<file path="src/rtl/core/msa_pkg.sv">
// shared types and constants for the mantissa shift-add multiplier
`timescale 1ns / 1ps
`default_nettype none
package msa_pkg;

    localparam int MANTISSA_BITS_DEF = 96;
    localparam int FIELD_BITS        = 96;
    localparam int LOW_BITS          = 64;
    localparam int HIGH_BITS         = 32;

    typedef struct packed {
        logic [LOW_BITS-1:0]  a_low;
        logic [HIGH_BITS-1:0] a_high;
        logic [LOW_BITS-1:0]  b_low;
        logic [HIGH_BITS-1:0] b_high;
    } t_msa_in;

    typedef struct packed {
        logic [LOW_BITS-1:0]  product_low;
        logic [HIGH_BITS-1:0] product_high;
        logic                 overflow;
    } t_msa_out;

    typedef struct packed {
        logic load;
        logic step;
    } t_msa_ctrl;

endpackage
`default_nettype wire

</file>
<file path="src/rtl/core/msa_datapath.sv">
// multiplicand, accumulator and multiplier registers around one shared adder
`timescale 1ns / 1ps
`default_nettype none
module msa_datapath #(
    parameter int MANTISSA_BITS = msa_pkg::MANTISSA_BITS_DEF
) (
    input  wire logic               i_clk,
    input  wire msa_pkg::t_msa_ctrl i_ctrl,
    input  wire msa_pkg::t_msa_in   i_op,
    output msa_pkg::t_msa_out       o_res
);

    localparam int OPW = (MANTISSA_BITS < msa_pkg::FIELD_BITS) ?
                         MANTISSA_BITS : msa_pkg::FIELD_BITS;
    localparam int PW  = 2 * OPW;

    logic [OPW-1:0] r_mcand;
    logic [OPW-1:0] r_acc;
    logic [OPW-1:0] r_mplier;
    logic [OPW-1:0] n_mcand;
    logic [OPW-1:0] n_acc;
    logic [OPW-1:0] n_mplier;
    logic [OPW:0]   w_sum;
    logic [msa_pkg::FIELD_BITS-1:0] w_a;
    logic [msa_pkg::FIELD_BITS-1:0] w_b;
    logic [msa_pkg::FIELD_BITS-1:0] w_lo;
    logic [PW-1:0]  w_prod;

    assign w_a = {i_op.a_high, i_op.a_low};
    assign w_b = {i_op.b_high, i_op.b_low};

    // one multiplier bit retired per step
    assign w_sum = {1'b0, r_acc} + (r_mplier[0] ? {1'b0, r_mcand} : '0);

    always_comb begin
        n_mcand  = r_mcand;
        n_acc    = r_acc;
        n_mplier = r_mplier;
        if (i_ctrl.load) begin
            n_mcand  = w_a[OPW-1:0];
            n_acc    = '0;
            n_mplier = w_b[OPW-1:0];
        end else if (i_ctrl.step) begin
            n_acc    = w_sum[OPW:1];
            n_mplier = {w_sum[0], r_mplier[OPW-1:1]};
        end
    end

    always_ff @(posedge i_clk) begin
        r_mcand  <= n_mcand;
        r_acc    <= n_acc;
        r_mplier <= n_mplier;
    end

    assign w_prod = {r_acc, r_mplier};

    always_comb begin
        w_lo          = '0;
        w_lo[OPW-1:0] = r_mplier;
    end

    assign o_res.product_low  = w_lo[msa_pkg::LOW_BITS-1:0];
    assign o_res.product_high = w_lo[msa_pkg::FIELD_BITS-1:msa_pkg::LOW_BITS];
    assign o_res.overflow     = |w_prod[PW-1:MANTISSA_BITS];

endmodule
`default_nettype wire

</file>
<file path="src/rtl/core/msa_seq.sv">
// step sequencer: load, count the multiplier bits, strobe the result
`timescale 1ns / 1ps
`default_nettype none
module msa_seq #(
    parameter int STEPS = msa_pkg::MANTISSA_BITS_DEF
) (
    input  wire logic         i_clk,
    input  wire logic         i_rst_n,
    input  wire logic         i_start,
    output logic              o_busy,
    output logic              o_done,
    output msa_pkg::t_msa_ctrl o_ctrl
);

    localparam int CW = (STEPS > 1) ? $clog2(STEPS) : 1;
    localparam logic S_IDLE = 1'b0;
    localparam logic S_RUN  = 1'b1;

    logic          r_state;
    logic          n_state;
    logic [CW-1:0] r_cnt;
    logic [CW-1:0] n_cnt;
    logic          r_done;
    logic          n_done;

    always_comb begin
        n_state     = r_state;
        n_cnt       = r_cnt;
        n_done      = 1'b0;
        o_ctrl.load = 1'b0;
        o_ctrl.step = 1'b0;
        unique case (r_state)
            S_IDLE: begin
                if (i_start) begin
                    o_ctrl.load = 1'b1;
                    n_cnt       = CW'(STEPS - 1);
                    n_state     = S_RUN;
                end
            end
            S_RUN: begin
                o_ctrl.step = 1'b1;
                n_cnt       = r_cnt - CW'(1);
                if (r_cnt == '0) begin
                    n_state = S_IDLE;
                    n_done  = 1'b1;
                end
            end
            default: n_state = S_IDLE;
        endcase
    end

    always_ff @(posedge i_clk) begin
        if (!i_rst_n) begin
            r_state <= S_IDLE;
            r_cnt   <= '0;
            r_done  <= 1'b0;
        end else begin
            r_state <= n_state;
            r_cnt   <= n_cnt;
            r_done  <= n_done;
        end
    end

    assign o_busy = (r_state == S_RUN);
    assign o_done = r_done;

endmodule
`default_nettype wire

</file>
<file path="src/rtl/core/mantissa_shift_add_multiplier.sv">
// top level of the mantissa shift-add multiplier
// Unsigned multiply of two mantissas held as 64-bit low and 32-bit high fields.
// A word is taken at a clock edge with start high and busy low. The block then
// runs one shift-add step per cycle through a single adder, one step for each
// of the min(MANTISSA_BITS, 96) multiplier bits (96 by default), and busy stays
// high while the steps run. In the following cycle o_done is high for one
// cycle with the low 96 product bits and the overflow flag on o_res; the
// receiver cannot stall and must take the word then. A new start is taken in
// that same cycle. Multiply by ten is done by driving the second operand with 10.
`timescale 1ns / 1ps
`default_nettype none
module mantissa_shift_add_multiplier #(
    parameter int MANTISSA_BITS = msa_pkg::MANTISSA_BITS_DEF
) (
    input  wire logic             i_clk,
    input  wire logic             i_rst_n,
    input  wire logic             start,
    output logic                  busy,
    input  wire msa_pkg::t_msa_in i_op,
    output logic                  o_done,
    output msa_pkg::t_msa_out     o_res
);

    localparam int OPW = (MANTISSA_BITS < msa_pkg::FIELD_BITS) ?
                         MANTISSA_BITS : msa_pkg::FIELD_BITS;

    msa_pkg::t_msa_ctrl w_ctrl;

    msa_seq #(
        .STEPS (OPW)
    ) u_seq (
        .i_clk   (i_clk),
        .i_rst_n (i_rst_n),
        .i_start (start),
        .o_busy  (busy),
        .o_done  (o_done),
        .o_ctrl  (w_ctrl)
    );

    msa_datapath #(
        .MANTISSA_BITS (MANTISSA_BITS)
    ) u_datapath (
        .i_clk  (i_clk),
        .i_ctrl (w_ctrl),
        .i_op   (i_op),
        .o_res  (o_res)
    );

endmodule
`default_nettype wire

</file>
<file path="config.mk">
export PLATFORM = sky130hd
export DESIGN_NAME = mantissa_shift_add_multiplier
export DESIGN_NICKNAME = d
export VERILOG_FILES = /design/src/rtl/core/msa_pkg.sv /design/src/rtl/core/msa_datapath.sv /design/src/rtl/core/msa_seq.sv /design/src/rtl/core/mantissa_shift_add_multiplier.sv
export SDC_FILE = /design/constraint.sdc
export NUM_CORES = 1
export LEC_CHECK = 0
export ABC_AREA = 1
export BUFFER_PORTS_ARGS = -buffer_cell sky130_fd_sc_hd__buf_2
export CAP_MARGIN = 20
export CORE_MARGIN = 2
export CORE_UTILIZATION = 40
export DETAILED_ROUTE_END_ITERATION = 8
export GPL_TIMING_DRIVEN = 1
export PLACE_DENSITY = 0.67
export SYNTH_ARGS = -nofsm -noshare
export SYNTH_HDL_FRONTEND = slang
export SYNTH_SLANG_ARGS = --single-unit
</file>
<file path="constraint.sdc">
create_clock -name i_clk -period 5.1 [get_ports i_clk]
set_input_delay 1.02 -clock i_clk [delete_from_list [all_inputs] [get_ports i_clk]]
set_output_delay 1.02 -clock i_clk [all_outputs]
set_load 0.02 [all_outputs]
</file>
==> metrics.txt, run 1 <==
status=complete, no violations; critical path type=register to primary output; vias per cell=just under 5; Syn Inst Count=about 3400; PnR Total Power=~0.008 W; clk_lat worst skew=~0.58 ns; pin count of the biggest net entering global routing=100; Crit path top cell by count=nand4_1; synth warn=0; Post-CTS Hold Fix Bufs=0; design area=about 25000 sq um; fillers=between 5000 and 6000; R2R cell count=15; Cell Area, Placed=between 20000 and 25000 sq um; initial antenna violation count=6; GRT Residual Overflow=0; Die X=around 230 um; vias in the first global route=19928; final wirelength=between 70000 and 80000 um; layout cells sized above 1=12.3%; slowest stage delay, CP=0.46 ns; final hold violation count=0; CORE AREA=between 50000 and 60000 sq um; Setup violations, final=0; post-detail-place hpwl=59000 um; cell count along the critical path=5; CTS clk-pin slew, worst paths=0.07 ns; clk root buf=clkbuf_16; Peak VDD IR=around 0.00025 V; startpoint types=register; drt wl/cell=~17 um; cells along the critical path=nor4_1 > nand4_1 > nor2_1 > nand4_1 > buf_2; flops & latches, synth=around 300; Most used DFF post-synth=edfxtp_1; P per Cell Area=~330 nW/um^2; PortBufs=293; initial DRC count=between 1500 and 2000; Synth-to-Final Area Change=16.5%; RSZ-0062 raised after global routing=no; achievable clock frequency=0.284 GHz; crit path DAT=around 2.5 ns; Hold Path Class=register to register; Data required, critical path=about 4.1 ns; Post-Place Cells=around 4300; number of max-cap violations=0; DRC=0; number of flops mapped to enable cells by yosys=about 190; Pins Over Slew Limit=0; slowest CP cell=nor4_1; Net Count, Synth=3668; Tcrit/Tclk final=just under 70%; WP buf/inv=1; io pins=approximately 290; WHS Path Cells=2; die height=234 um; Hold WS=between 0.4 and 0.5 ns; Vias=between 20000 and 25000; Mean Syn Cell Area=approximately 6.3 sq um; first-pass GRT wire length=between 100000 and 150000 um; RD Place Congestion=1.02; sequential share of the synthesized area=between 30% and 40%; TritonCTS clock tree=yes; Finished Layout Cells=4382; worst-path fanout max=3; Post-synth ARST share=0%; DIE AREA=approximately 55000 sq um; CTS buffer count=37; Detail Route Antenna Nets=0; largest delay contributor family on the critical path=simple AND/OR/NAND/NOR gates; Synth cell types=33; Setup crit end kind=primary output; Lkg Pwr=14.1 nW; mapped cell area=between 20000 and 25000 sq um; clk sink count=297; Initial Util=between 40% and 50%; clock buffer depth=3; final setup TNS=0 ns; total global routing track utilization=between 20% and 30%; post_cts resized=0; Post-CTS Setup Bufs=0; relative slew slack=40.2%; Slew @ Worst Pin=between 0.8 and 0.9 ns; Final #Nets=just under 4000; Rows=84; DR pass1 iterations=7; Tmin final=3.52 ns; H-Tree Level Count=2; Clock Skews=approximately 0.036 ns
[through the flow]
step | worst slack (ns) | util (%)
after CTS | 1.56 | 47.0
after global routing | 1.55 | 47.0
after floorplan | 0.477 | -
after global placement | 1.98 | 44.6
final | 1.58 | 47.0
after detailed placement | 1.91 | 44.6
[routing by layer]
metal | global-route usage [%] | share of wire, % | wire [um]
met5 | 0 | 0.070 | 51
met4 | 8.58 | 3.0 | 2240
met3 | 4.97 | 7.8 | 5680
met2 | 43.0 | 44 | 32400
met1 | 36.2 | 45 | 32900
[placed cells by master, fill, tap and decap left out, types with 2 or more instances in the layout]
cell type	count
nor4_1	24
nor3_1	7
nor2_2	33
nand2_2	16
bufinv_16	3
nand2_1	1537
o21bai_1	2
clkinvlp_4	4
clkbuf_8	3
edfxtp_1	192
a211oi_1	2
nor2_1	194
o21ai_1	7
clkbuf_16	39
nand3_1	115
dfxtp_1	104
ha_1	98
or2_2	2
clkinv_4	3
nand4_1	31
inv_1	692
clkinv_1	3
o22ai_1	2
o21ai_0	93
buf_2	293
nor3_2	3
inv_2	17
and2_1	5
buf_4	9
clkinv_2	6
clkbuf_1	5
a21oi_1	119
nor2_4	3
nand3_2	14
[cell usage after synthesis, drive strengths merged (2+ instances only)]
cell type / count / area share [%]
nor3: 10 / 0.31
nor4: 24 / 0.71
a21oi: 119 / 2.8
ha: 98 / 5.8
o21ai: 100 / 2.4
a211oi: 2 / 0.071
dfxtp: 105 / 9.9
edfxtp: 192 / 27
o21bai: 2 / 0.071
o22ai: 2 / 0.059
or2: 2 / 0.059
and2: 6 / 0.18
nand4: 31 / 0.92
nand2: 1554 / 28
buf: 18 / 0.35
nor2: 230 / 4.5
inv: 711 / 13
nand3: 129 / 3.4
clkbuf: 34 / 0.60
[cells by family after synthesis]
group | count (synthesis) | synth area share (%)
AOI/OAI and AO/OA | 227 | 5.45
xor gates and xnor gates | 1 | 0.0414
adders and majority gates | 99 | 5.89
buffers and inverters | 763 | 13.6
DFF | 297 | 37.2
and+or+nand+nor | 1987 | 37.9
[worst register-to-register path, stage by stage (launching register included)]
cell	delay, ns
edfxtp_1	0.41
buf_4	0.29
nand2_1	0.12
inv_1	0.04
ha_1	0.24
fa_1	0.45
nand3_1	0.11
nand3_1	0.18
nand2_1	0.11
nand2_1	0.17
nand2_1	0.13
nand2_2	0.09
nand2_1	0.11
nand3_2	0.14
o21ai_0	0.43
nand2_1	0.09
[worst paths after layout]
check / start / end / slack (ns)
worst max register to register: u_datapath.r_mplier[0]$_DFFE_PP_ / u_datapath.r_acc[45]$_SDFFE_PP0P_ / 1.86
worst min-delay path: u_datapath.r_acc[66]$_SDFFE_PP0P_ / u_datapath.r_acc[66]$_SDFFE_PP0P_ / 0.48
worst max-delay path: u_datapath.r_acc[92]$_SDFFE_PP0P_ / o_res[0] / 1.58
worst min register to register: u_datapath.r_acc[66]$_SDFFE_PP0P_ / u_datapath.r_acc[66]$_SDFFE_PP0P_ / 0.48
[power by group]
| part | switching [W] | internal, W |
|---|---|---|
| clock | 0.00115 | 0.00161 |
| combinational | 0.00160 | 0.000718 |
| sequential | 0.000228 | 0.00293 |
[final cells by class]
cell class	count	area [sq um]	area share [%]
sequential	297	7870	31.9
clock inverter	21	224	0.908
timing repair buffer	303	1550	6.30
clock buffer	47	1040	4.20
tap	688	861	3.49
antenna	1	2.50	0.0101
multi-input combinational	2314	10400	42.3
inverter	711	2680	10.9
[sequential cells by signal (all words and copies together), names as in the netlist]
| name | count |
|---|---|
| u_seq.r_cnt | 7 |
| u_seq.o_busy | 1 |
| u_datapath.r_acc | 96 |
| u_seq.o_done | 1 |
| u_datapath.r_mplier | 96 |
| u_datapath.r_mcand | 96 |
(Power assumes the default switching activity.)
==> run 2: changes to the inputs <==
- PLACE_DENSITY: 0.67 -> 0.69
- clock period: 5.1 -> 3.2 ns (I/O delays scaled with it)
==> run 2 against run 1 <==
Against the previous run: worst hold slack worse by 0.26 ns; clock power up 57%; utilization up 0.75 points; largest cell class unchanged; sequential power up 60%; routed wire length up 3.3%; die area unchanged; first-iteration DRC count up 7.6%; cell area up 1.6%; global-route usage up 1.0 points; non-clock buffer count up 45.
==> metrics.txt, run 2 (same netlist as run 1, synthesis figures left out) <==
status=complete, no violations; Initial Util=40.4% (unchanged); RD Place Congestion=1.03 (+0.36%); Pins Over Slew Limit=0 (unchanged); clk root buf=clkbuf_16; CORE AREA=52400 sq um (unchanged); Tcrit/Tclk final=around 96%; final wirelength=75700 um (+3.3%); CTS buffer count=38 (+2.7%); H-Tree Level Count=2 (unchanged); achievable clock frequency=between 0.3 and 0.4 GHz; most common cell after layout, fill and taps aside=nand2_1; Hold Path Class=primary input to register; Final Core Density=47.8% (+0.75 points); Slew @ Worst Pin=0.923 ns (+0.0265 ns); total global routing track utilization=27.7% (+1.0 points); layout cells sized above 1=13.6% (+1.2 points); Synth-to-Final Area Change=18.4%; GRT Residual Overflow=0 (unchanged); Post-CTS Setup Bufs=0 (unchanged); PnR worst setup slack=0.128 ns (-1.45 ns); DR pass1 iterations=5 (-2); Clock Skews=0.0461 ns (+0.0102 ns); TritonCTS clock tree=yes; Data required, critical path=3.68 ns (-0.40 ns); Lkg Pwr=14.4 nW (+1.7%); DIE AREA=54800 sq um (unchanged); clk sink count=297 (unchanged); Detail Route Antenna Nets=0 (unchanged); clock buffer depth=3 (unchanged); number of max-cap violations=0 (unchanged); io pins=294 (unchanged); crit path DAT=3.56 ns (+1.06 ns); post-detail-place hpwl=61400 um (+4.1%); ANT cells=0 (-1); Final #Nets=4004 (+1.2%); Post-CTS Hold Fix Bufs=0 (unchanged); vias per cell=4.86 (+0.24%); Rows=84 (unchanged); Vias=21525 (+1.3%); vias in the first global route=20090 (+0.81%); DRC=0 (unchanged); worst-path fanout max=56 (+53); CTS clk-pin slew, worst paths=0.06 ns (about the same); relative slew slack=38.5% (-1.8 points); pin count of the biggest net entering global routing=67 (-33%); drt wl/cell=17.1 um (+2.2%); RSZ-0062 raised after global routing=no; clk_lat worst skew=0.59 ns (about the same); Peak VDD IR=0.000458 V (+85%); Tmin final=about 3.1 ns; P per Cell Area=529 nW/um^2 (+59%); pre-CTS setup slack=0.0980 ns (-1.81 ns); critical path type=register to register; die height=234 um (unchanged); initial antenna violation count=3 (-3); initial DRC count=1839 (+7.6%); final hold violation count=0 (unchanged); PortBufs=293 (unchanged); startpoint types=register; final setup TNS=0 ns (unchanged); first-pass GRT wire length=114000 um (+3.2%); Die X=234 um (unchanged); commonest non-fill, non-tap cells in the layout=1537 x nand2_1, 692 x inv_1, 293 x buf_2; Regs by FF count=u_datapath.r_acc: 96 flops, u_datapath.r_mcand: 96 flops, u_datapath.r_mplier: 96 flops; Setup crit end kind=register; Setup violations, final=0 (unchanged)
run 2: cell types whose count changed in the layout (fill, tap and decap cells not counted), moves of 2 or more:
cell and change:
clkinv_4 -2, inv_6 +2, buf_4 +40, nor2_2 +5
buf_12 +4, clkbuf_1 +5, clkinvlp_4 -2, nor4_1 -2
nor2_1 -5, nor4_2 +2
run 2: critical path: stages, from the launching register on:
cell,delay (ns)
edfxtp_1,0.46
buf_12,0.21
nand2_1,0.16
inv_1,0.08
ha_1,0.37
nand2_1,0.17
nor2_1,0.28
nand2_1,0.14
nor2_1,0.34
nand3_1,0.13
nand3_1,0.21
nand2_1,0.13
nand2_1,0.08
nand2_1,0.04
nand3_1,0.07
nand2_1,0.06
run 2: per-stage QoR:
stage,total power [W],cells,instance area [sq um],hold WS [ns]
2_1_floorplan,0.00741,3374,21200,0.448
3_3_place_gp,0.00889,4358,23800,0.460
3_5_place_dp,0.00891,4358,23800,0.467
4_1_cts,0.0133,4428,25000,0.185
5_1_grt,0.0140,4428,25100,0.190
6_report,0.0133,4428,25100,0.221
run 2: path summary, 6_finish.rpt:
path | start | endpoint | slack, ns | depth (start not counted)
worst min register to register | u_datapath.r_acc[57]$_SDFFE_PP0P_ | u_datapath.r_acc[57]$_SDFFE_PP0P_ | 0.48 | 2
worst max-delay path | u_datapath.r_mplier[0]$_DFFE_PP_ | u_datapath.r_acc[72]$_SDFFE_PP0P_ | 0.13 | 15
worst max register to register | u_datapath.r_mplier[0]$_DFFE_PP_ | u_datapath.r_acc[72]$_SDFFE_PP0P_ | 0.13 | 15
worst min-delay path | i_op[108] | u_datapath.r_mcand[76]$_DFFE_PP_ | 0.22 | 1
run 2: final cells by class:
type                            instances  area [sq um]
Timing Repair Buffer                  348          1950
Fill cell                            5563         27400
Multi-Input combinational cell       2314         10500
Sequential cell                       297          7870
Tap cell                              688           861
Inverter                              711          2680
Clock buffer                           51          1030
Clock inverter                         19           205
run 2: routing by layer:
layer  vias up  GRT usage (%)  wire, um
met5         -              0        27
met4         4           9.69      2580
met3       114           4.79      6180
met2       817           43.5     32800
met1      9680           38.4     34100
li1      10910              -         -
run 2: report_power, final:
group	switching (W)	total (W)	internal [W]
clock	0.00185	0.00432	0.00247
sequential	0.000386	0.00505	0.00466
combinational	0.00263	0.00389	0.00125
run 2: what timing repair did:
action | CTS | global route
pin swaps | 0 | 0
endpoints found under the setup margin | 1 | 17
hold endpoints to repair | 0 | 0
gates resized for setup | 1 | 8
==> run 3: changes to the inputs <==
- CAP_MARGIN: 20 -> default
- CORE_UTILIZATION: 40 -> 45
- PLACE_DENSITY: 0.69 -> 0.76
==> run 3 against run 2 <==
Against the previous run: sequential cell count is the same; first-iteration DRC count up 15%; worst setup slack worse by 0.026 ns; cell area fell by 1.6%; largest power group unchanged; worst hold slack better by 0.0072 ns; critical path depth is 10 lower; critical endpoint is now o_res[0]; sequential share of layout area increased by 0.51 points; via count increased by 0.25%; power is 3.4% lower; register-to-register slack better by 0.04 ns; clock skew increased by 0.0015 ns.
==> metrics.txt, run 3 (same netlist as run 1, synthesis figures left out) <==
Tcrit/Tclk final=96.8% (+0.80 points); most common cell after layout, fill and taps aside=nand2_1; io pins=294 (unchanged); Setup violations, final=0 (unchanged); relative slew slack=40.6% (+2.1 points); total global routing track utilization=28.9% (+1.2 points); WP buf/inv=1 (-1); crit path DAT=2.46 ns (-1.10 ns); initial antenna violation count=4 (+1); slowest stage delay, CP=0.47 ns (about the same); fillers=4890 (-12%); Lkg Pwr=14.2 nW (-1.2%); Post-CTS Setup Bufs=0 (unchanged); final hold violation count=0 (unchanged); first-pass GRT wire length=110000 um (-3.9%); final wirelength=72100 um (-4.7%); number of max-cap violations=0 (unchanged); Tmin final=3.10 ns (+0.0258 ns); worst-path fanout max=3 (-95%); PortBufs=293 (unchanged); Data required, critical path=2.56 ns (-1.12 ns); Initial Util=45.6% (+5.2 points); Synth-to-Final Area Change=16.5%; clk sink count=297 (unchanged); critical path type=register to primary output; CTS buffer count=37 (-2.6%); CORE AREA=46500 sq um (-11%); Setup crit end kind=primary output; GRT Residual Overflow=0 (unchanged); Flop pwr share=39.3% (+1.2 points); area of the multi-input gates=10500 sq um (-0.11%); final setup TNS=0 ns (unchanged); pin count of the biggest net entering global routing=72 (+7.5%); Final #Nets=3979 (-0.62%); cells along the critical path=nor4_1 > nand4_1 > nor2_1 > nand4_1 > buf_2; Finished Layout Cells=4323 (-2.4%); status=complete, no violations; DR pass1 iterations=5 (unchanged); drt wl/cell=16.7 um (-2.4%); vias per cell=4.99 (+2.7%); initial DRC count=2109 (+15%); Detail Route Antenna Nets=0 (unchanged); Post-Place Cells=4253 (-2.4%); Crit path top cell by count=nand4_1; Pins Over Slew Limit=0 (unchanged); Reg area=7870 sq um (unchanged); layout cells sized above 1=12.8% (-0.79 points); slowest CP cell=nor4_1; clk root buf=clkbuf_16; Regs by FF count=u_datapath.r_acc: 96 flops, u_datapath.r_mcand: 96 flops, u_datapath.r_mplier: 96 flops; combinational fraction of design power=29.5% (+0.2 points); commonest non-fill, non-tap cells in the layout=1534 x nand2_1, 692 x inv_1, 293 x buf_2; P per Cell Area=520 nW/um^2 (-1.8%); die height=221 um (-5.6%); DRC=0 (unchanged); net switching power=0.00474 W (-2.8%); vias in the first global route=20180 (+0.45%); largest delay contributor family on the critical path=simple AND/OR/NAND/NOR gates; CTS clk-pin slew, worst paths=0.06 ns (about the same); post-detail-place hpwl=58300 um (-5.1%); Hold WS=0.228 ns (+0.00723 ns); Die X=221 um (-5.6%); Clock Skews=0.0476 ns (+0.00153 ns); Peak VDD IR=0.000435 V (-4.9%); H-Tree Level Count=2 (unchanged); Power Internal=0.00808 W (-3.7%); Rows=79 (-6.0%); achievable clock frequency=0.323 GHz (-0.83%); clk_lat worst skew=0.59 ns (about the same); Vias=21578 (+0.25%); RD Place Congestion=1.06 (+3.8%); RSZ-0062 raised after global routing=no; DIE AREA=48800 sq um (-11%); Sw Share=37.0% (+0.22 points); TritonCTS clock tree=yes; clock buffer depth=3 (unchanged); Hold Path Class=primary input to register; Clock Power Share=31.2% (-1.4 points); startpoint types=register; Slew @ Worst Pin=0.891 ns (-0.0315 ns)
==> run 3: cell count changes in the layout (fill, tap and decap cells not counted), moves of 3 or more <==
| cell | delta |
|---|---|
| buf_4 | -22 |
| clkinv_1 | +5 |
| nand2_1 | -3 |
| nand2_2 | +3 |
| nor2_1 | +4 |
| nor2_2 | -4 |
==> run 3: power groups by stage <==
stage,clock network [W],logic (W),registers (W)
after floorplan,0,0.00222,0.00520
after global placement,0,0.00365,0.00510
after detailed placement,0,0.00369,0.00509
after CTS,0.00407,0.00370,0.00503
after global routing,0.00422,0.00418,0.00508
final,0.00400,0.00377,0.00504
==> run 3: cell type report <==
cell class | instances | share of cell area (%)
Timing Repair Buffer | 324 | 7.09
Tap cell | 607 | 3.08
Sequential cell | 297 | 31.9
Multi-Input combinational cell | 2314 | 42.4
Antenna cell | 2 | 0.0203
Clock inverter | 20 | 0.619
Clock buffer | 48 | 4.00
Inverter | 711 | 10.9
==> run 3: routing by layer <==
metal	track usage [%]	vias up	wire length (um)
li1	-	10857	-
met2	45.3	916	31000
met1	38.6	9636	30500
met3	5.87	165	6930
met4	13.2	4	3620
met5	0	-	27
==> run 3: path summary, 6_finish.rpt <==
check / from / to / slack [ns] / depth (start not counted)
worst max-delay path: u_datapath.r_acc[64]$_SDFFE_PP0P_ / o_res[0] / 0.10 / 5
worst min-delay path: i_op[115] / u_datapath.r_mcand[83]$_DFFE_PP_ / 0.23 / 1
worst max register to register: u_datapath.r_mplier[0]$_DFFE_PP_ / u_datapath.r_acc[75]$_SDFFE_PP0P_ / 0.17 / 17
worst min register to register: u_datapath.r_acc[40]$_SDFFE_PP0P_ / u_datapath.r_acc[40]$_SDFFE_PP0P_ / 0.47 / 2
==> run 3: timing repair <==
| action | 4_1_cts | 5_1_grt |
|---|---|---|
| endpoints found under the setup margin | 0 | 15 |
| hold buffers | 0 | 0 |
| resized for setup | 0 | 9 |
==> run 3: per-stage QoR <==
| stage | instance area, sq um | worst slack [ns] | utilization, % | total power (W) |
|---|---|---|---|---|
| after floorplan | 21200 | 0.482 | - | 0.00741 |
| after global placement | 23500 | 0.0889 | 50.5 | 0.00875 |
| after detailed placement | 23500 | 0.0183 | 50.5 | 0.00878 |
| after CTS | 24600 | 0.0147 | 53.0 | 0.0128 |
| after global routing | 24700 | 0.00974 | 53.1 | 0.0135 |
| final | 24700 | 0.103 | 53.1 | 0.0128 |
